--- src/rtl/csm_pkg.sv ---
// csm_pkg: shared types and constants for the complex subband morph block
// used by every module under rtl; no dependencies
`timescale 1ns / 1ps

package csm_pkg;

  localparam logic [16:0] WEIGHT_ONE   = 17'd65536;
  localparam logic [15:0] RAMP_DEFAULT = 16'd960;

  typedef enum logic [1:0] {
    OP_MUL,
    OP_DIV,
    OP_SQRT
  } csm_op_t;

  typedef enum logic [2:0] {
    REG_MAG_TARGET,
    REG_PHASE_TARGET,
    REG_THR_TARGET,
    REG_BYPASS_LOW,
    REG_BYPASS_HIGH,
    REG_RAMP_SAMPLES
  } csm_reg_t;

  // command to the shared arithmetic unit
  typedef struct packed {
    logic        start;
    csm_op_t     op;
    logic [63:0] a;
    logic [63:0] b;
    logic [6:0]  k;
  } csm_cmd_t;

  typedef struct packed {
    logic        done;
    logic [63:0] res;
  } csm_rsp_t;

  typedef struct packed {
    logic [16:0] mag;
    logic [16:0] phase;
    logic [23:0] thr;
  } csm_tgt_t;

  typedef struct packed {
    logic        restart;
    logic        snap;
    logic [15:0] count;
  } csm_restart_t;

  typedef enum logic [4:0] {
    S_IDLE,
    S_CHECK,
    S_STEP,
    S_ADV,
    S_RAMP,
    S_MSQ0,
    S_MSQ1,
    S_MSQRT,
    S_SSQ0,
    S_SSQ1,
    S_SSQRT,
    S_MUX,
    S_MUY,
    S_SUX,
    S_SUY,
    S_OMAG,
    S_GMUL,
    S_GDIV,
    S_LX,
    S_LY,
    S_LSQ0,
    S_LSQ1,
    S_LSQRT,
    S_ORE_MUL,
    S_ORE_DIV,
    S_OIM_MUL,
    S_OIM_DIV,
    S_DONE
  } csm_state_t;

endpackage

--- src/rtl/csm_arith_unit.sv ---
// csm_arith_unit: shared iterative unit, shift-add multiply, restoring divide, square root
// one bit (or one root digit) per cycle; uses csm_pkg
`timescale 1ns / 1ps

module csm_arith_unit (
  input  logic              clk,
  input  logic              rst,
  input  csm_pkg::csm_cmd_t cmd,
  output csm_pkg::csm_rsp_t rsp
);
  import csm_pkg::*;

  logic        busy;
  logic        done;
  logic [6:0]  cnt;
  csm_op_t     op;
  logic [63:0] x, y, z;
  logic [63:0] x_next, y_next, z_next;
  logic [63:0] div_t, sq_r, sq_t;
  logic [6:0]  div_sh, sq_sh;

  assign div_sh = 7'd64 - cmd.k;
  assign sq_sh  = 7'd64 - {cmd.k[5:0], 1'b0};

  always_comb begin
    x_next = x;
    y_next = y;
    z_next = z;
    div_t  = {z[62:0], x[63]};
    sq_r   = {z[61:0], x[63:62]};
    sq_t   = {y[61:0], 2'b01};
    unique case (op)
      OP_MUL: begin
        if (y[0]) z_next = z + x;
        x_next = {x[62:0], 1'b0};
        y_next = {1'b0, y[63:1]};
      end
      OP_DIV: begin
        // x shifts dividend bits out the top and quotient bits in the bottom
        if (div_t >= y) begin
          z_next = div_t - y;
          x_next = {x[62:0], 1'b1};
        end else begin
          z_next = div_t;
          x_next = {x[62:0], 1'b0};
        end
      end
      OP_SQRT: begin
        x_next = {x[61:0], 2'b00};
        if (sq_r >= sq_t) begin
          z_next = sq_r - sq_t;
          y_next = {y[62:0], 1'b1};
        end else begin
          z_next = sq_r;
          y_next = {y[62:0], 1'b0};
        end
      end
      default: ;
    endcase
  end

  always_ff @(posedge clk) begin
    if (rst) begin
      busy <= 1'b0;
      done <= 1'b0;
      cnt  <= '0;
    end else begin
      done <= 1'b0;
      if (cmd.start) begin
        busy <= 1'b1;
        cnt  <= cmd.k;
      end else if (busy) begin
        cnt <= cnt - 7'd1;
        if (cnt == 7'd1) begin
          busy <= 1'b0;
          done <= 1'b1;
        end
      end
    end
  end

  always_ff @(posedge clk) begin
    if (cmd.start) begin
      op <= cmd.op;
      unique case (cmd.op)
        OP_MUL: begin
          x <= cmd.a;
          y <= cmd.b;
          z <= '0;
        end
        OP_DIV: begin
          x <= cmd.a << div_sh;
          y <= cmd.b;
          z <= cmd.a >> cmd.k;
        end
        OP_SQRT: begin
          x <= cmd.a << sq_sh;
          y <= '0;
          z <= '0;
        end
        default: begin
          x <= cmd.a;
          y <= cmd.b;
          z <= '0;
        end
      endcase
    end else if (busy) begin
      x <= x_next;
      y <= y_next;
      z <= z_next;
    end
  end

  always_comb begin
    rsp.done = done;
    unique case (op)
      OP_DIV:  rsp.res = x;
      OP_SQRT: rsp.res = y;
      default: rsp.res = z;
    endcase
  end

endmodule

--- config.mk ---
export PLATFORM = sky130hd
export DESIGN_NAME = csm_arith_unit
export DESIGN_NICKNAME = d
export VERILOG_FILES = /design/src/rtl/csm_pkg.sv /design/src/rtl/csm_arith_unit.sv
export SDC_FILE = /design/constraint.sdc
export NUM_CORES = 2
export LEC_CHECK = 0
export BUFFER_PORTS_ARGS = -buffer_cell sky130_fd_sc_hd__clkbuf_2
export CORE_UTILIZATION = 35
export DETAILED_ROUTE_END_ITERATION = 16
export PLACE_DENSITY = 0.56
export SETUP_SLACK_MARGIN = 0.4
export SYNTH_ARGS = -nofsm -noshare
export SYNTH_HDL_FRONTEND = slang
export SYNTH_SLANG_ARGS = --single-unit
--- constraint.sdc ---
create_clock -name clk -period 9.11 [get_ports clk]
set_input_delay 1.822 -clock clk [delete_from_list [all_inputs] [get_ports clk]]
set_output_delay 1.822 -clock clk [all_outputs]
set_load 0.05 [all_outputs]
Word level (Yosys, flattened, before mapping):

Cells that the tools add are included.

* reductions and logical operators: 8
* shifts and indexed selects: 3
* equal/unequal tests: 6
* $add $sub $neg: 6
* $mul: 0
* magnitude comparators: 2
* bitwise gates (word level): 1
* div/mod/pow operators: 0
* mux-type cells: 24

Operators by type and width (number)
* $mux W64: 11
* $pmux W64 S2: 3
* $pmux W64 S3: 2
* $ge A64 B64 Y1: 2
* $shl A64 B7 Y64: 2
* $sub A64 B64 Y64: 2
* $add A64 B64 Y64: 1
* $shr A64 B7 Y64: 1
* $mux W7: 2
* $sub A7 B7 Y7 const A: 2
* $eq A7 B1 Y1 const B: 1
* $sub A7 B1 Y7 const B: 1
* $mux W1: 6
* $eq A2 B1 Y1 const B: 2
* $eq A2 B2 Y1 const B: 2
* $reduce_and A2 Y1: 2
* $reduce_bool A4 Y1: 1
* $ne A3 B3 Y1 const B: 1
* $reduce_and A3 Y1: 1
* $reduce_bool A3 Y1: 1
* $reduce_or A3 Y1: 1
* $logic_not A2 Y1: 1
* $reduce_bool A2 Y1: 1
* $not A1 Y1: 1

* memories kept: 0
* memory bits (writable): 0
* bits in latches: 0
* output and inout port bits: 65
* bits in read-only memories: 0
* word-level logic and storage cells: 57
* register bits after elaboration: 203

Depth between registers and ports, before layout:

* depth in word-level cells: 5
* mapped depth: 18

Least setup slack after synthesis:

No wires, ideal clock.

* kind: input port to flip-flop
* start point: input port cmd[137] (netlist bit)
* end point: register z[0] (enable)
* path slack: 2.741 ns
* arrival time: 5.856 ns
* library setup time: 0.514 ns
* required time: 8.596 ns
* stages: 5
* cell sequence: clkbuf_1 -> clkbuf_1 -> clkbuf_1 -> nor2_1 -> a22oi_1

* word-level cells in the longest chain between the ends: 2

Ends and longest elaborated chain
* from (decl): RTL line csm_arith_unit.sv:8 `input csm_pkg::csm_cmd_t cmd,`
* $ne A3 B3 Y1 (no source line) (tied with other cells)
* $reduce_and A3 Y1 (no source line) *
* to (signal assigned): RTL line csm_arith_unit.sv:94 `z <= cmd.a >> cmd.k;`
* to (signal assigned): RTL line csm_arith_unit.sv:110 `z <= z_next;`
* to (decl): RTL line csm_arith_unit.sv:17 `logic [63:0] x, y, z;`

Every way passes the cells marked *; elsewhere a longest branch is shown, timed or not.
A chain may end at the register's enable or synchronous reset.

Worst setup path after layout:

* start point: input port cmd[1] (netlist bit)
* end point: register x[35], data pin

* word-level cells in the longest chain between the ends: 4

Ends and longest elaborated chain
* $sub A7 B7 Y7 (on tied branches): RTL line csm_arith_unit.sv:23, csm_arith_unit.sv:22
* $shl A64 B7 Y64 (on tied branches): RTL line csm_arith_unit.sv:97, csm_arith_unit.sv:92
* $pmux W64 S2 *: RTL line csm_arith_unit.sv:85 `unique case (cmd.op)`
* $mux W64 *: RTL line csm_arith_unit.sv:83 `if (cmd.start) begin`
* to (signal assigned): RTL line csm_arith_unit.sv:87 `x <= cmd.a;`
* to (signal assigned): RTL line csm_arith_unit.sv:97 `x <= cmd.a << sq_sh;`
* to (signal assigned): RTL line csm_arith_unit.sv:102 `x <= cmd.a;`
* to (decl): RTL line csm_arith_unit.sv:17

Marked as above.

==> impl_metrics.tcl <==
set metrics [dict create \
    status "finished clean" \
    grt_max_degree 156 \
    grt_overflow 0 \
    syn2layout_area_growth_pct 8.72 \
    tritoncts "done" \
    r2r-end "z[10]" \
    fin_crit_ps 6440 \
    die_h_um 303 \
    die-width_um 303 \
    start_kind "primary input" \
    syn-mean-instance-area_um2 7.64 \
    finalCritPeriodShare_pct 70.7 \
    via_per_inst 6.36 \
    relSlewSlack_pct 15.6 \
    yosysWarnings 0 \
    dpl.hpwl_um 112000 \
    clk_pin_slew_ps 60 \
    ys_ff_latch 203 \
    rsz0062_at_grt "false" \
    syn-cell-area_um2 31700 \
    synth.distinct_cells 90 \
    hp-class "flip-flop to flip-flop" \
    holdCritStartpoint "cnt[5]" \
    antenna_found_initial 2 \
    grt_use_total_pct 30.4 \
    clk_path_buf_depth 3 \
    antenna_left 0 \
    ff2ff_path_depth 13 \
    setup_viol 0 \
    total_leakage_power_uw 0.0142 \
    fp-row-count 109 \
    post_cts_buffers 0 \
    first_iter_violations 3777 \
    cts_hold_buf 0 \
    setup_tns_ps 0 \
    final_nets 4462 \
    gp_congestion 0.984 \
    routed_wl_um 144000 \
    diodes 0 \
    port-buffer-count 204 \
    clk_latency_ps 620 \
    first_pass_iters 8 \
    p_per_area_nw_per_um2 247 \
    skew_ps 18.0 \
    crit_arrival_ps 6770 \
    critPathCaptureType "flip-flop" \
    vias 33800 \
    hold_ws_ps 597 \
    worst_pin_slew_ps 1230 \
    drive_gt1_share_pct 10.6 \
    cts_sinks 203 \
    finalMaxSlewViolations 0 \
    vdd_drop_max_mv 0.111 \
    htreeDepth 1 \
    cap_violations 0 \
    coreArea_um2 88900 \
    design.die.area_um2 91600 \
    synth_ff_type "edfxtp_1" \
    start_util_pct 35.6 \
    ys_seq_area_share_pct 19.0 \
    root_buffer "clkbuf_16" \
    hold_violations 0 \
    syn_nets 4483 \
    holdPathStages 2 \
    r2r-start "y[0]" \
    required_ps 9440 \
    r2r_slack_ps 3350 \
    holdPathEnd "cnt[5]" \
    io_pins 205 \
    drc 0 \
    cp_max_fo 62 \
    syn_inst 4142 \
    grt_pass1_vias 31300 \
    synth_enable_flop_cells 194 \
    async_reset_ff_share_pct 0 \
    grt_pass1_wl_um 210000 \
    post_cts_resized 0 \
    numCtsBuffers 30 \
    wire_per_inst_um 27.2 \
    clock.fmax_mhz 155 \
    nFillCells 9400 \
    critPathKind "primary input to flip-flop" \
]
[through the flow]
stage	setup slack, ps	area, um2	power (uW)	cells	utilization (%)
after floorplan	2740	31700	5500	4142	-
after detailed placement	2280	33400	7080	5254	37.6
after global routing	2570	34400	8980	5308	38.7
after global placement	2320	33400	7090	5254	37.6
final	2670	34400	8510	5308	38.7
after CTS	2930	34400	8390	5308	38.7
[area by class of cell]
type                       instances  area (um2)  area share, %
inverter                         140         526           1.53
clock buffer                      37         828           2.41
multi-input combinational       3498       24000           69.8
clock inverter                    17         189          0.549
timing repair buffer             248        1390           4.02
tap                             1165        1460           4.24
sequential                       203        6010           17.5
[Yosys cell counts, types with 26 or more instances]
| cell type | number | area (um2) |
|---|---|---|
| o21bai_1 | 50 | 375 |
| clkbuf_1 | 218 | 818 |
| mux2i_1 | 373 | 3730 |
| a211oi_1 | 49 | 368 |
| buf_1 | 31 | 116 |
| edfxtp_1 | 194 | 5830 |
| nand2b_1 | 26 | 163 |
| mux2_2 | 29 | 327 |
| a21o_1 | 87 | 653 |
| ha_1 | 199 | 2490 |
| o221ai_1 | 26 | 228 |
| nand2_1 | 592 | 2220 |
| nor3_1 | 51 | 255 |
| nand4_1 | 55 | 344 |
| o22ai_1 | 50 | 313 |
| o211ai_1 | 30 | 225 |
| a31oi_1 | 71 | 444 |
| inv_1 | 140 | 526 |
| o21ai_0 | 262 | 1310 |
| nor2_1 | 333 | 1250 |
| xnor2_1 | 111 | 972 |
| mux4_2 | 51 | 1150 |
| xor2_1 | 77 | 674 |
| nand3_1 | 56 | 280 |
| a22oi_1 | 90 | 676 |
| a221oi_1 | 85 | 744 |
| buf_2 | 43 | 215 |
| a21oi_1 | 427 | 2140 |
| and3_1 | 32 | 200 |
[registers in the layout, summed over array words and instances, names as in the netlist]
name and flops:
busy 1, cnt 7, done 1, op 2
x 64, y 64, z 64
[worst max-delay path by stage]
stage / startpoint / end / slack [ps]
floorplan: cmd[137] / z[0] / 2740
global placement: cmd[1] / x[35] / 2320
detailed placement: cmd[1] / x[35] / 2280
CTS: cmd[1] / x[35] / 2930
global route: cmd[1] / x[35] / 2570
finish: cmd[1] / x[35] / 2670
[metal layers]
| layer | routed length, um | GRT usage, % | part of all wire, % | up-vias |
|---|---|---|---|---|
| met3 | 12700 | 3.78 | 8.8 | 210 |
| met1 | 64000 | 43.8 | 44 | 16300 |
| met4 | 5430 | 10.6 | 3.8 | 2 |
| met5 | 11 | 0 | 0.0076 | - |
| met2 | 62000 | 46.2 | 43 | 1739 |
| li1 | - | - | - | 15500 |
[worst max-delay path, stage by stage]
cell and delay, ps:
clkbuf_2 80, buf_4 540, inv_1 620, ha_1 430, xor2_1 200, o21ai_4 480
buf_4 650, mux2i_1 390, mux2i_1 150, nand2_1 100, a21oi_1 60, a2111oi_0 1040
nor2_1 110
[where the power goes]
part	internal, uW	total (uW)	leakage, uW	switching (uW)
clock	750	1280	0.000490	526
sequential	1250	1620	0.00206	375
combinational	2000	5610	0.0116	3610
[placed cells by master, fill, tap and decap left out, drive strengths merged, types with 55 or more instances in the layout]
cell    count
a22oi      90
a21oi     432
edfxtp    194
mux2i     373
o21ai     288
nor2      334
nand4      55
clkbuf    239
nand3      56
xnor2     111
a21o       87
nand2     592
inv       141
a221oi     85
ha        199
xor2       77
a31oi      74
[cell families (layout without fill, tap and decap cells)]
kind of cell | after synthesis | after routing | share of synthesized area [%]
compound gates | 1418 | 1418 | 29.0
simple gates | 1238 | 1238 | 16.9
mux | 453 | 453 | 16.5
buf+inv | 441 | 442 | 5.51
flops | 203 | 203 | 19.0
fa+ha+maj | 201 | 201 | 7.99
xor+xnor | 188 | 188 | 5.20
No activity file was read; power rests on OpenSTA's default activity.
