[config.mk]
export PLATFORM = sky130hd
export DESIGN_NAME = csm_seq
export DESIGN_NICKNAME = d
export VERILOG_FILES = /design/src/rtl/csm_pkg.sv /design/src/rtl/csm_seq.sv
export SDC_FILE = /design/constraint.sdc
export NUM_CORES = 2
export LEC_CHECK = 0
export BUFFER_PORTS_ARGS = -buffer_cell sky130_fd_sc_hd__buf_4
export CORE_ASPECT_RATIO = 0.6
export CORE_UTILIZATION = 25
export CTS_CLUSTER_SIZE = 40
export DETAILED_ROUTE_END_ITERATION = 8
export SYNTH_ARGS = -nofsm -noshare
export SYNTH_HDL_FRONTEND = slang
export SYNTH_SLANG_ARGS = --single-unit
[constraint.sdc]
create_clock -name clk -period 23.8 [get_ports clk]
set_clock_uncertainty 0.2 [all_clocks]
set_input_delay 3.57 -clock clk [delete_from_list [all_inputs] [get_ports clk]]
set_output_delay 3.57 -clock clk [all_outputs]
set_load 0.01 [all_outputs]
[src/rtl/csm_pkg.sv]
// csm_pkg: shared types and constants for the complex subband morph block
// used by every module under rtl; no dependencies
`timescale 1ns / 1ps

package csm_pkg;

  localparam logic [16:0] WEIGHT_ONE   = 17'd65536;
  localparam logic [15:0] RAMP_DEFAULT = 16'd960;

  typedef enum logic [1:0] {
    OP_MUL,
    OP_DIV,
    OP_SQRT
  } csm_op_t;

  typedef enum logic [2:0] {
    REG_MAG_TARGET,
    REG_PHASE_TARGET,
    REG_THR_TARGET,
    REG_BYPASS_LOW,
    REG_BYPASS_HIGH,
    REG_RAMP_SAMPLES
  } csm_reg_t;

  // command to the shared arithmetic unit
  typedef struct packed {
    logic        start;
    csm_op_t     op;
    logic [63:0] a;
    logic [63:0] b;
    logic [6:0]  k;
  } csm_cmd_t;

  typedef struct packed {
    logic        done;
    logic [63:0] res;
  } csm_rsp_t;

  typedef struct packed {
    logic [16:0] mag;
    logic [16:0] phase;
    logic [23:0] thr;
  } csm_tgt_t;

  typedef struct packed {
    logic        restart;
    logic        snap;
    logic [15:0] count;
  } csm_restart_t;

  typedef enum logic [4:0] {
    S_IDLE,
    S_CHECK,
    S_STEP,
    S_ADV,
    S_RAMP,
    S_MSQ0,
    S_MSQ1,
    S_MSQRT,
    S_SSQ0,
    S_SSQ1,
    S_SSQRT,
    S_MUX,
    S_MUY,
    S_SUX,
    S_SUY,
    S_OMAG,
    S_GMUL,
    S_GDIV,
    S_LX,
    S_LY,
    S_LSQ0,
    S_LSQ1,
    S_LSQRT,
    S_ORE_MUL,
    S_ORE_DIV,
    S_OIM_MUL,
    S_OIM_DIV,
    S_DONE
  } csm_state_t;

endpackage

[src/rtl/csm_seq.sv]
// csm_seq: item sequencer, ramp state and working registers around the shared unit
// uses csm_pkg; drives csm_arith_unit through csm_cmd_t / csm_rsp_t
`timescale 1ns / 1ps

module csm_seq (
  input  logic                  clk,
  input  logic                  rst,
  input  logic                  in_take,
  input  logic signed [23:0]    main_re,
  input  logic signed [23:0]    main_im,
  input  logic signed [23:0]    side_re,
  input  logic signed [23:0]    side_im,
  input  logic [15:0]           node_id,
  input  logic                  first_channel,
  input  csm_pkg::csm_tgt_t     tgt,
  input  logic                  bypass_low,
  input  logic                  bypass_high,
  input  csm_pkg::csm_restart_t restart,
  input  csm_pkg::csm_rsp_t     rsp,
  output csm_pkg::csm_cmd_t     cmd,
  output logic                  idle,
  output logic                  res_valid,
  input  logic                  res_take,
  output logic signed [23:0]    res_re,
  output logic signed [23:0]    res_im,
  output logic                  res_pt
);
  import csm_pkg::*;

  localparam logic signed [23:0] UNIT_ONE   = 24'sd4194304;
  localparam logic [23:0]        THRESH_MAX = 24'hFFFFFF;

  function automatic logic [23:0] abs24(input logic signed [23:0] v);
    abs24 = v[23] ? 24'(-v) : 24'(v);
  endfunction

  function automatic logic [23:0] abs25(input logic signed [24:0] v);
    logic signed [24:0] n;
    n = -v;
    abs25 = v[24] ? n[23:0] : v[23:0];
  endfunction

  function automatic logic signed [23:0] sat26(input logic signed [25:0] v);
    if (v > 26'sd8388607) sat26 = 24'sh7FFFFF;
    else if (v < -26'sd8388608) sat26 = signed'(24'h800000);
    else sat26 = v[23:0];
  endfunction

  csm_state_t state, state_next;
  logic       issued;
  logic       is_call;
  logic [1:0] ridx;

  // ramp state
  logic [23:0] cur [3];
  logic [37:0] step_mag [3];
  logic        step_neg [3];
  logic [15:0] cd;
  logic        pend;
  logic [23:0] tgt_a [3];

  // item and working registers
  logic signed [23:0] mr, mi, sr, si;
  logic [15:0]        node;
  logic               first;
  logic [63:0]        t;
  logic [23:0]        mm, sm, len, om;
  logic signed [23:0] urx, ury, usx, usy, lx, ly;
  logic [16:0]        wp;

  logic               byp;
  logic [23:0]        am_r, am_i, as_r, as_i, alx, aly;
  logic signed [24:0] rdiff, dm, dx, dy;
  logic [23:0]        rdiff_abs, dm_abs, dx_abs, dy_abs;
  logic signed [41:0] rv, om_sum, lx_sum, ly_sum, lx_adj, ly_adj;
  logic [23:0]        rmax, rclamp;
  logic signed [25:0] ore_v, oim_v, q26;
  logic [23:0]        q24;

  assign tgt_a[0] = {7'd0, tgt.mag};
  assign tgt_a[1] = {7'd0, tgt.phase};
  assign tgt_a[2] = tgt.thr;

  assign byp = (bypass_low  && node != 16'd0 && (node & (node - 16'd1)) == 16'd0) ||
               (bypass_high && node != 16'd0 && (node & (node + 16'd1)) == 16'd0);

  assign am_r = abs24(mr);
  assign am_i = abs24(mi);
  assign as_r = abs24(sr);
  assign as_i = abs24(si);
  assign alx  = abs24(lx);
  assign aly  = abs24(ly);

  assign rdiff     = signed'({1'b0, tgt_a[ridx]}) - signed'({1'b0, cur[ridx]});
  assign rdiff_abs = abs25(rdiff);
  assign dm        = signed'({1'b0, sm}) - signed'({1'b0, mm});
  assign dm_abs    = abs25(dm);
  assign dx        = {usx[23], usx} - {urx[23], urx};
  assign dx_abs    = abs25(dx);
  assign dy        = {usy[23], usy} - {ury[23], ury};
  assign dy_abs    = abs25(dy);

  // ramp value: target minus step times countdown over 2^14, clamped
  always_comb begin
    rmax = (ridx == 2'd2) ? THRESH_MAX : {7'd0, WEIGHT_ONE};
    if (step_neg[ridx]) rv = signed'({18'd0, tgt_a[ridx]}) + signed'({2'b0, rsp.res[53:14]});
    else rv = signed'({18'd0, tgt_a[ridx]}) - signed'({2'b0, rsp.res[53:14]});
    if (rv < 42'sd0) rclamp = '0;
    else if (rv > signed'({18'd0, rmax})) rclamp = rmax;
    else rclamp = rv[23:0];
  end

  // blends over the shared product
  always_comb begin
    if (dm[24]) om_sum = signed'({2'b0, mm, 16'd0}) - signed'(rsp.res[41:0]);
    else om_sum = signed'({2'b0, mm, 16'd0}) + signed'(rsp.res[41:0]);
    if (dx[24]) lx_sum = signed'({{2{urx[23]}}, urx, 16'd0}) - signed'({2'b0, rsp.res[39:0]});
    else lx_sum = signed'({{2{urx[23]}}, urx, 16'd0}) + signed'({2'b0, rsp.res[39:0]});
    if (dy[24]) ly_sum = signed'({{2{ury[23]}}, ury, 16'd0}) - signed'({2'b0, rsp.res[39:0]});
    else ly_sum = signed'({{2{ury[23]}}, ury, 16'd0}) + signed'({2'b0, rsp.res[39:0]});
    // round toward zero before the shift
    lx_adj = lx_sum + (lx_sum[41] ? 42'sd65535 : 42'sd0);
    ly_adj = ly_sum + (ly_sum[41] ? 42'sd65535 : 42'sd0);
  end

  always_comb begin
    q24   = rsp.res[23:0];
    q26   = signed'({1'b0, rsp.res[24:0]});
    ore_v = (len == 24'd0) ? signed'({2'b0, om}) : (lx[23] ? -q26 : q26);
    oim_v = (len == 24'd0) ? 26'sd0 : (ly[23] ? -q26 : q26);
  end

  // next state
  always_comb begin
    state_next = state;
    unique case (state)
      S_IDLE:  if (in_take) state_next = S_CHECK;
      S_CHECK: begin
        priority if (byp) state_next = S_DONE;
        else if (pend) state_next = S_STEP;
        else if (first) state_next = S_ADV;
        else state_next = S_MSQ0;
      end
      S_STEP:  if (rsp.done && ridx == 2'd2) state_next = first ? S_ADV : S_MSQ0;
      S_ADV:   state_next = (cd > 16'd1) ? S_RAMP : S_MSQ0;
      S_RAMP:  if (rsp.done && ridx == 2'd2) state_next = S_MSQ0;
      S_MSQ0:    if (rsp.done) state_next = S_MSQ1;
      S_MSQ1:    if (rsp.done) state_next = S_MSQRT;
      S_MSQRT:   if (rsp.done) state_next = S_SSQ0;
      S_SSQ0:    if (rsp.done) state_next = S_SSQ1;
      S_SSQ1:    if (rsp.done) state_next = S_SSQRT;
      S_SSQRT:   if (rsp.done) state_next = S_MUX;
      S_MUX:     if (rsp.done) state_next = S_MUY;
      S_MUY:     if (rsp.done) state_next = S_SUX;
      S_SUX:     if (rsp.done) state_next = S_SUY;
      S_SUY:     if (rsp.done) state_next = S_OMAG;
      S_OMAG:    if (rsp.done) state_next = S_GMUL;
      S_GMUL:    if (rsp.done) state_next = S_GDIV;
      S_GDIV:    if (rsp.done) state_next = S_LX;
      S_LX:      if (rsp.done) state_next = S_LY;
      S_LY:      if (rsp.done) state_next = S_LSQ0;
      S_LSQ0:    if (rsp.done) state_next = S_LSQ1;
      S_LSQ1:    if (rsp.done) state_next = S_LSQRT;
      S_LSQRT:   if (rsp.done) state_next = S_ORE_MUL;
      S_ORE_MUL: if (rsp.done) state_next = S_ORE_DIV;
      S_ORE_DIV: if (rsp.done) state_next = S_OIM_MUL;
      S_OIM_MUL: if (rsp.done) state_next = S_OIM_DIV;
      S_OIM_DIV: if (rsp.done) state_next = S_DONE;
      S_DONE:    if (res_take) state_next = S_IDLE;
      default:   state_next = S_IDLE;
    endcase
  end

  // unit commands
  always_comb begin
    is_call = 1'b1;
    cmd.op  = OP_MUL;
    cmd.a   = '0;
    cmd.b   = '0;
    cmd.k   = 7'd24;
    unique case (state)
      S_STEP: begin
        cmd.op = OP_DIV;
        cmd.a  = {26'd0, rdiff_abs, 14'd0};
        cmd.b  = {48'd0, cd};
        cmd.k  = 7'd40;
      end
      S_RAMP: begin
        cmd.a = {26'd0, step_mag[ridx]};
        cmd.b = {48'd0, cd};
        cmd.k = 7'd16;
      end
      S_MSQ0: begin cmd.a = {40'd0, am_r}; cmd.b = {40'd0, am_r}; end
      S_MSQ1: begin cmd.a = {40'd0, am_i}; cmd.b = {40'd0, am_i}; end
      S_SSQ0: begin cmd.a = {40'd0, as_r}; cmd.b = {40'd0, as_r}; end
      S_SSQ1: begin cmd.a = {40'd0, as_i}; cmd.b = {40'd0, as_i}; end
      S_LSQ0: begin cmd.a = {40'd0, alx};  cmd.b = {40'd0, alx};  end
      S_LSQ1: begin cmd.a = {40'd0, aly};  cmd.b = {40'd0, aly};  end
      S_MSQRT, S_SSQRT, S_LSQRT: begin
        cmd.op = OP_SQRT;
        cmd.a  = t;
      end
      S_MUX: begin
        cmd.op = OP_DIV; cmd.a = {18'd0, am_r, 22'd0}; cmd.b = {40'd0, mm}; cmd.k = 7'd23;
      end
      S_MUY: begin
        cmd.op = OP_DIV; cmd.a = {18'd0, am_i, 22'd0}; cmd.b = {40'd0, mm}; cmd.k = 7'd23;
      end
      S_SUX: begin
        cmd.op = OP_DIV; cmd.a = {18'd0, as_r, 22'd0}; cmd.b = {40'd0, sm}; cmd.k = 7'd23;
      end
      S_SUY: begin
        cmd.op = OP_DIV; cmd.a = {18'd0, as_i, 22'd0}; cmd.b = {40'd0, sm}; cmd.k = 7'd23;
      end
      S_OMAG: begin
        cmd.a = {40'd0, dm_abs}; cmd.b = {47'd0, cur[0][16:0]}; cmd.k = 7'd17;
      end
      S_GMUL: begin
        cmd.a = {40'd0, sm}; cmd.b = {47'd0, cur[1][16:0]}; cmd.k = 7'd17;
      end
      S_GDIV: begin
        cmd.op = OP_DIV; cmd.a = t; cmd.b = {39'd0, cur[2], 1'b0}; cmd.k = 7'd17;
      end
      S_LX: begin cmd.a = {40'd0, dx_abs}; cmd.b = {47'd0, wp}; cmd.k = 7'd17; end
      S_LY: begin cmd.a = {40'd0, dy_abs}; cmd.b = {47'd0, wp}; cmd.k = 7'd17; end
      S_ORE_MUL: begin cmd.a = {40'd0, om}; cmd.b = {40'd0, alx}; end
      S_OIM_MUL: begin cmd.a = {40'd0, om}; cmd.b = {40'd0, aly}; end
      S_ORE_DIV, S_OIM_DIV: begin
        cmd.op = OP_DIV; cmd.a = t; cmd.b = {40'd0, len}; cmd.k = 7'd26;
      end
      default: is_call = 1'b0;
    endcase
    cmd.start = is_call && !issued;
  end

  assign idle      = (state == S_IDLE);
  assign res_valid = (state == S_DONE);

  // control
  always_ff @(posedge clk) begin
    if (rst) begin
      state  <= S_IDLE;
      issued <= 1'b0;
      ridx   <= '0;
      cd     <= '0;
      pend   <= 1'b0;
      for (int i = 0; i < 3; i++) begin
        cur[i]      <= '0;
        step_mag[i] <= '0;
        step_neg[i] <= 1'b0;
      end
    end else begin
      state <= state_next;
      if (cmd.start) issued <= 1'b1;
      else if (rsp.done) issued <= 1'b0;

      if (restart.restart) begin
        if (restart.snap) begin
          for (int i = 0; i < 3; i++) cur[i] <= tgt_a[i];
          cd   <= '0;
          pend <= 1'b0;
        end else begin
          cd   <= restart.count;
          pend <= 1'b1;
        end
      end

      unique case (state)
        S_CHECK: ridx <= '0;
        S_STEP: begin
          if (rsp.done) begin
            step_mag[ridx] <= rsp.res[37:0];
            step_neg[ridx] <= rdiff[24];
            if (ridx == 2'd2) begin
              ridx <= '0;
              pend <= 1'b0;
            end else begin
              ridx <= ridx + 2'd1;
            end
          end
        end
        S_ADV: begin
          ridx <= '0;
          if (cd != 16'd0) cd <= cd - 16'd1;
          // last advance lands exactly on the targets
          if (cd == 16'd1) begin
            for (int i = 0; i < 3; i++) cur[i] <= tgt_a[i];
          end
        end
        S_RAMP: begin
          if (rsp.done) begin
            cur[ridx] <= rclamp;
            ridx      <= ridx + 2'd1;
          end
        end
        default: ;
      endcase
    end
  end

  // item payload and working registers
  always_ff @(posedge clk) begin
    if (in_take) begin
      mr    <= main_re;
      mi    <= main_im;
      sr    <= side_re;
      si    <= side_im;
      node  <= node_id;
      first <= first_channel;
    end
    if (state == S_CHECK) begin
      res_re <= mr;
      res_im <= mi;
      res_pt <= byp;
    end
    if (rsp.done) begin
      unique case (state)
        S_MSQ0, S_SSQ0, S_LSQ0, S_GMUL, S_ORE_MUL, S_OIM_MUL: t <= rsp.res;
        S_MSQ1, S_SSQ1, S_LSQ1: t <= t + rsp.res;
        S_MSQRT: mm  <= rsp.res[23:0];
        S_SSQRT: sm  <= rsp.res[23:0];
        S_LSQRT: len <= rsp.res[23:0];
        S_MUX: urx <= (mm == 24'd0) ? UNIT_ONE : (mr[23] ? -signed'(q24) : signed'(q24));
        S_MUY: ury <= (mm == 24'd0) ? 24'sd0 : (mi[23] ? -signed'(q24) : signed'(q24));
        S_SUX: usx <= (sm == 24'd0) ? UNIT_ONE : (sr[23] ? -signed'(q24) : signed'(q24));
        S_SUY: usy <= (sm == 24'd0) ? 24'sd0 : (si[23] ? -signed'(q24) : signed'(q24));
        S_OMAG: om <= om_sum[39:16];
        S_GDIV: begin
          // gate the phase weight down when the sidechain is under threshold
          if (sm < cur[2])
            wp <= (rsp.res[16:0] < cur[1][16:0]) ? rsp.res[16:0] : cur[1][16:0];
          else
            wp <= cur[1][16:0];
        end
        S_LX: lx <= lx_adj[39:16];
        S_LY: ly <= ly_adj[39:16];
        S_ORE_DIV: res_re <= sat26(ore_v);
        S_OIM_DIV: res_im <= sat26(oim_v);
        default: ;
      endcase
    end
  end

endmodule

Word-level counts from Yosys, hierarchy flattened
Memories as Yosys holds them, arrays and structs flattened. A register that Yosys moved wholly into a read port is not among the register bits.
Index checks and enable logic that the tools add are counted.
{"block": "totals", "reg_bits": 508, "latchBits": 0, "mem_bits_rw": 189, "mem_bits_ro": 0, "inputBits": 260, "output_inout_bits": 189, "word_cells": 317, "mem_count": 3}
{"memory": "step_mag", "words": 3, "width": 38, "read_ports": 1, "rd_ports_with_merged_regs": 1, "write_ports": 3, "line": "csm_seq.sv:56", "source": "logic [37:0] step_mag [3];"}
{"memory": "cur", "words": 3, "width": 24, "read_ports": 4, "rd_ports_with_merged_regs": 1, "write_ports": 4, "line": "csm_seq.sv:55", "source": "logic [23:0] cur [3];"}
{"memory": "step_neg", "words": 3, "width": 1, "read_ports": 1, "rd_ports_with_merged_regs": 1, "write_ports": 3, "line": "csm_seq.sv:57", "source": "logic step_neg [3];"}
{"block": "classes", "n_addsub": 31, "multipliers": 0, "n_div": 0, "n_lt_le_gt_ge": 10, "n_eq_ne": 57, "n_shift": 0, "n_mux": 129, "bitwise": 9, "reduce_logical": 52}
{"operator": "one-hot mux 64 bit (18 select lines)", "n": 1}
{"operator": "two-way mux 24 bit", "n": 35}
{"operator": "one-hot mux 25 bit (14 select lines)", "n": 1}
{"operator": "negation 24 bit", "n": 11}
{"operator": "one-hot mux 5 bit (28 select lines)", "n": 1}
{"operator": "two-way mux 5 bit", "n": 27}
{"operator": "one-hot mux 64 bit (2 select lines)", "n": 1}
{"operator": "two-way mux 42 bit", "n": 3}
{"operator": "two-way mux 26 bit", "n": 4}
{"operator": "subtractor 24 x 24 -> 25 bit", "n": 4}
{"operator": "two-way mux 16 bit", "n": 6}
{"operator": "adder 40 x 41 -> 42 bit", "n": 2}
{"operator": "subtractor 40 x 41 -> 42 bit", "n": 2}
{"operator": "adder 40 x 17 -> 40 bit", "n": 2}
{"operator": "logical NOT 24 bit", "n": 3}
{"operator": "adder 64 bit", "n": 1}
{"operator": "== test 5 bit (second input constant)", "n": 12}
{"operator": "!= test 2 bit (second input constant)", "n": 27}
{"operator": "> comparator 26 x 24 -> 1 bit (second input constant)", "n": 2}
{"operator": "< comparator 26 x 24 -> 1 bit (second input constant)", "n": 2}
{"operator": "binary-select mux 24 bit (select 2 bit)", "n": 1}
{"operator": "> comparator 42 x 25 -> 1 bit", "n": 1}
{"operator": "< comparator 42 x 1 -> 1 bit (second input constant)", "n": 1}
{"operator": "adder 24 x 40 -> 41 bit", "n": 1}
{"operator": "50 further kinds", "n": 137}

Logic depth before layout (Yosys ltp)
{"block": "logic_depth", "word_depth": 9, "depth_mapped": 35, "ltp_nobuf": 30}

Least setup slack after synthesis
Ideal clock, no wire load.
{"block": "synth_timing", "path_type": "input port to output port", "start": "in tgt[1] (netlist name)", "end": "out cmd[108] (netlist name)", "t_arrival_ps": 7411, "required_time_ps": 20030, "path_slack_ps": 12619, "stages": 17, "n_path_buf": 0, "path_cell_list": "mux2i_1 -> nor2_1 -> a21oi_1 -> inv_1 -> ha_1 -> nor2b_1 -> o31a_1 -> o21a_1 -> o31ai_1 -> xnor2_1 -> or3_1 -> nor3_1 -> nor4b_1 -> a41oi_1 -> xnor2_1 -> xnor2_1 -> o221ai_1"}
{"element": "start: declaration", "line": "csm_seq.sv:15", "source": "input csm_pkg::csm_tgt_t tgt,"}
{"element": "end: declaration", "line": "csm_seq.sv:20", "source": "output csm_pkg::csm_cmd_t cmd,"}

==> flow_summary_export.csv <==
group,metric,value,unit
outcome,outcome,"complete, but fails checks",
outcome,failed_checks,"max-capacitance violations, max-slew violations",
clocking,postCtsResizedCells,0,
final_layout,drive_gt1_frac,0.127,
clocking,htree_levels,3,
final_layout,fin_area,74100,um^2
critical_path,path_max_fanout,4,
clocking,cts_made_buffers,89,
clocking,cts.clk_slew.worst_paths,0.06,ns
sta,rsz0062_at_grt,"false",
synthesis,synth-seq-area-share,0.347,
place,place_inst,10800,
final_layout,reg.largest.list,"step_mag (152), cur (96), t (64)",
grt,track_usage,0.289,
final_layout,multi_input_area,38800,um^2
grt,antenna_found_initial,60,
synthesis,synth_cells,7155,
power_and_ir_drop,p_per_area,83.9,nW/um^2
die,io_pins,449,
place,routabilityCongestion,1.05,
synthesis,ys_async_sr_fraction,0,
critical_path,end_kind,"output port",
routing,drc_errors,0,
flow_run,maxCapViolations,1,
routing,drt_iter0_markers,10900,
critical_path,cp.arrival,9.54,ns
die,start_util,0.252,
sta,setup_ws,10.49,ns
place,place_ws,10.82,ns
sta,max_clock_freq,75.1,MHz
clocking,hold_buffers,0,
synthesis,syn-cell-area,63700,um^2
sta,period_share,0.559,
routing,drtPass1Iterations,9,
grt,grt_max_degree,65,
clocking,cts_setup_buffers,0,
sta,period_minus_slack,13.31,ns
clocking,cts_tree,"done",
hold_path,hold_class,"flip-flop to flip-flop",
final_layout,final-seq-area,22100,um^2
clocking,clk_latency,0.75,ns
die,die_w,654,um
die,fp-row-count,143,
sta,worst_slew_pin_slew,1.55,ns
routing,drt-wirelength-per-cell,35.3,um
final_layout,final_core_util,0.293,
sta,slew_headroom,-0.0413,
critical_path,required,20.03,ns
final_layout,syn_to_final_growth,16.4,%
power_and_ir_drop,ir_worst_vdd,65.0,uV
synthesis,ys_top_cells_by_area,"edfxtp_1 32%, ha_1 9.1%, xnor2_1 4.9%",
synthesis,yosysWarnings,0,
routing,drtAntennaViolNets,0,
power_and_ir_drop,p_leak,28.9,nW
sta,hold_slack,0.286,ns
power_and_ir_drop,p_total,6.21,mW
synthesis,ys_types,108,
grt,overflow,0,
sta,setup-violations-final,0,
synthesis,avgSynthCellArea,8.90,um^2
routing,dr_total_vias,63900,
place,placed_area,71000,um^2
final_layout,nets,8190,
critical_path,worst-r2r-setup-slack,12.87,ns
place,port_buffers,408,
die,core_area,253000,um^2
sta,hold_violations,0,
clocking,root_buffer,"clkbuf_16",
clocking,cts_sinks,762,
clocking,clk_path_buf_depth,3,
sta,finalSetupTns,0,ns
grt,grt_pass1_vias,56600,
grt,grt_pass1_wl,508,mm
final_layout,fillers,26600,
final_layout,top_register,"step_mag",
synthesis,synthFlopType,"edfxtp_1",
die,die_h,393,um
final_layout,finalNonFillerCells,11000,
place,dp_hpwl,310,mm
synthesis,yosys.area.top_type_share,0.324,
synthesis,synth_top_area_cell,"edfxtp_1",
final_layout,largest_reg_flops,152,
critical_path,critPathKind,"input port to output port",
routing,routed_wl,387,mm
routing,routed_via_density,5.83,
sta,slew_violations,5,
synthesis,yosys_register_bits,762,
synthesis,synth_edf_count,687,
critical_path,cp-start-kind,"input port",
die,die_area,257000,um^2
==> worst paths after layout <==
kind | cells after the start | start | endpoint
worst max-delay path | 20 | tgt[1] | cmd[108]
worst min register to register | 2 | res_im[19] | res_im[19]
worst max register to register | 27 | ridx[0] | cur[3][23]
worst min-delay path | 2 | res_im[19] | res_im[19]
==> worst max-delay path: stages <==
cell and delay [ns]:
buf_4 0.12, mux2i_1 0.12, nor2_1 0.06, a21oi_1 0.63, inv_1 0.20, ha_1 0.34, nor2b_1 0.15, o31a_1 0.32
o31ai_1 0.69, a21oi_1 0.31, o311ai_0 0.72, nand2_1 0.10, a21oi_1 0.21, xnor2_1 0.16, nor4b_1 0.55, a41oi_1 0.23
xnor2_1 0.19, xnor2_1 0.32, o221ai_1 0.31, buf_4 0.25
==> layer usage <==
layer	wire (um)	global-route usage	part of all wire	up-vias
met5	223	0	0.00058	-
met4	14800	0.0913	0.038	34
met3	62500	0.141	0.16	596
met2	140000	0.367	0.36	4502
met1	169000	0.415	0.44	31800
li1	-	-	-	26900
==> power by group <==
| group | internal (mW) | leakage, nW | switching, mW | total [mW] |
|---|---|---|---|---|
| Combinational | 0.977 | 20.3 | 2.02 | 3.00 |
| Clock | 0.804 | 1.44 | 0.680 | 1.48 |
| Sequential | 1.59 | 7.18 | 0.142 | 1.73 |
==> cells by family after synthesis <==
logic type	share of synthesized area
compound gates	0.209
xor+xnor	0.0866
fa+ha+maj	0.0943
buf+inv	0.0495
flops	0.347
mux	0.0393
other cells	0.0000589
simple gates	0.174
==> placed cells by master (no fill, tap or decap), types with 40 or more instances in the layout <==
| cell type | Yosys | layout |
|---|---|---|
| xor2_1 | 272 | 272 |
| o21ai_0 | 395 | 386 |
| mux2i_1 | 87 | 87 |
| nand2b_1 | 66 | 66 |
| dfxtp_1 | 75 | 73 |
| or3_1 | 77 | 77 |
| xnor2_1 | 358 | 358 |
| and2_1 | 160 | 160 |
| nand4_1 | 57 | 57 |
| nor4_1 | 69 | 69 |
| nor2b_1 | 70 | 70 |
| o21a_1 | 54 | 54 |
| clkbuf_16 | 0 | 90 |
| o211ai_1 | 56 | 56 |
| buf_4 | 42 | 598 |
| nand2_1 | 747 | 746 |
| and3_1 | 52 | 48 |
| conb_1 | 1 | 40 |
| a222oi_1 | 40 | 40 |
| or2_2 | 42 | 42 |
| a21oi_1 | 519 | 516 |
| a221oi_1 | 49 | 49 |
| nor2_1 | 604 | 585 |
| a21o_1 | 154 | 154 |
| o22ai_1 | 66 | 66 |
| o31ai_1 | 64 | 63 |
| mux4_2 | 62 | 62 |
| inv_1 | 348 | 347 |
| nor3_1 | 136 | 132 |
| o21bai_1 | 50 | 50 |
| edfxtp_1 | 687 | 687 |
| nand3_1 | 115 | 114 |
| a211oi_1 | 79 | 78 |
| ha_1 | 464 | 464 |
| a22oi_1 | 50 | 50 |
| a31oi_1 | 82 | 82 |
==> synth_stat cells (all sizes together), types with 26 or more instances <==
cell,instances
nand3,116
a21oi,521
xor2,272
clkbuf,324
o21bai,50
inv,350
a21o,156
o22ai,66
ha,464
nor4,71
nor2b,70
a211oi,81
nand2b,66
a222oi,40
o311ai,38
nor2,604
o21a,54
dfxtp,75
and3,52
or2,43
a32oi,26
or4,35
o21ai,408
mux4,62
xnor2,358
mux2i,87
nor3,137
a22oi,50
o211ai,58
or3,77
edfxtp,687
nand2,747
buf,106
o221ai,32
a31oi,82
and2,162
o31ai,64
o41ai,30
a221oi,49
nand4,58
==> area by class of cell <==
type,count,area share
inverters,358,0.0181
well taps,3407,0.0575
repair buffers,601,0.0609
flip-flops and latches,762,0.299
clock buffers,105,0.0314
multi-input cells,5644,0.523
clock inverters,60,0.00929
diodes,19,0.000642
(Power assumes the default switching activity.)
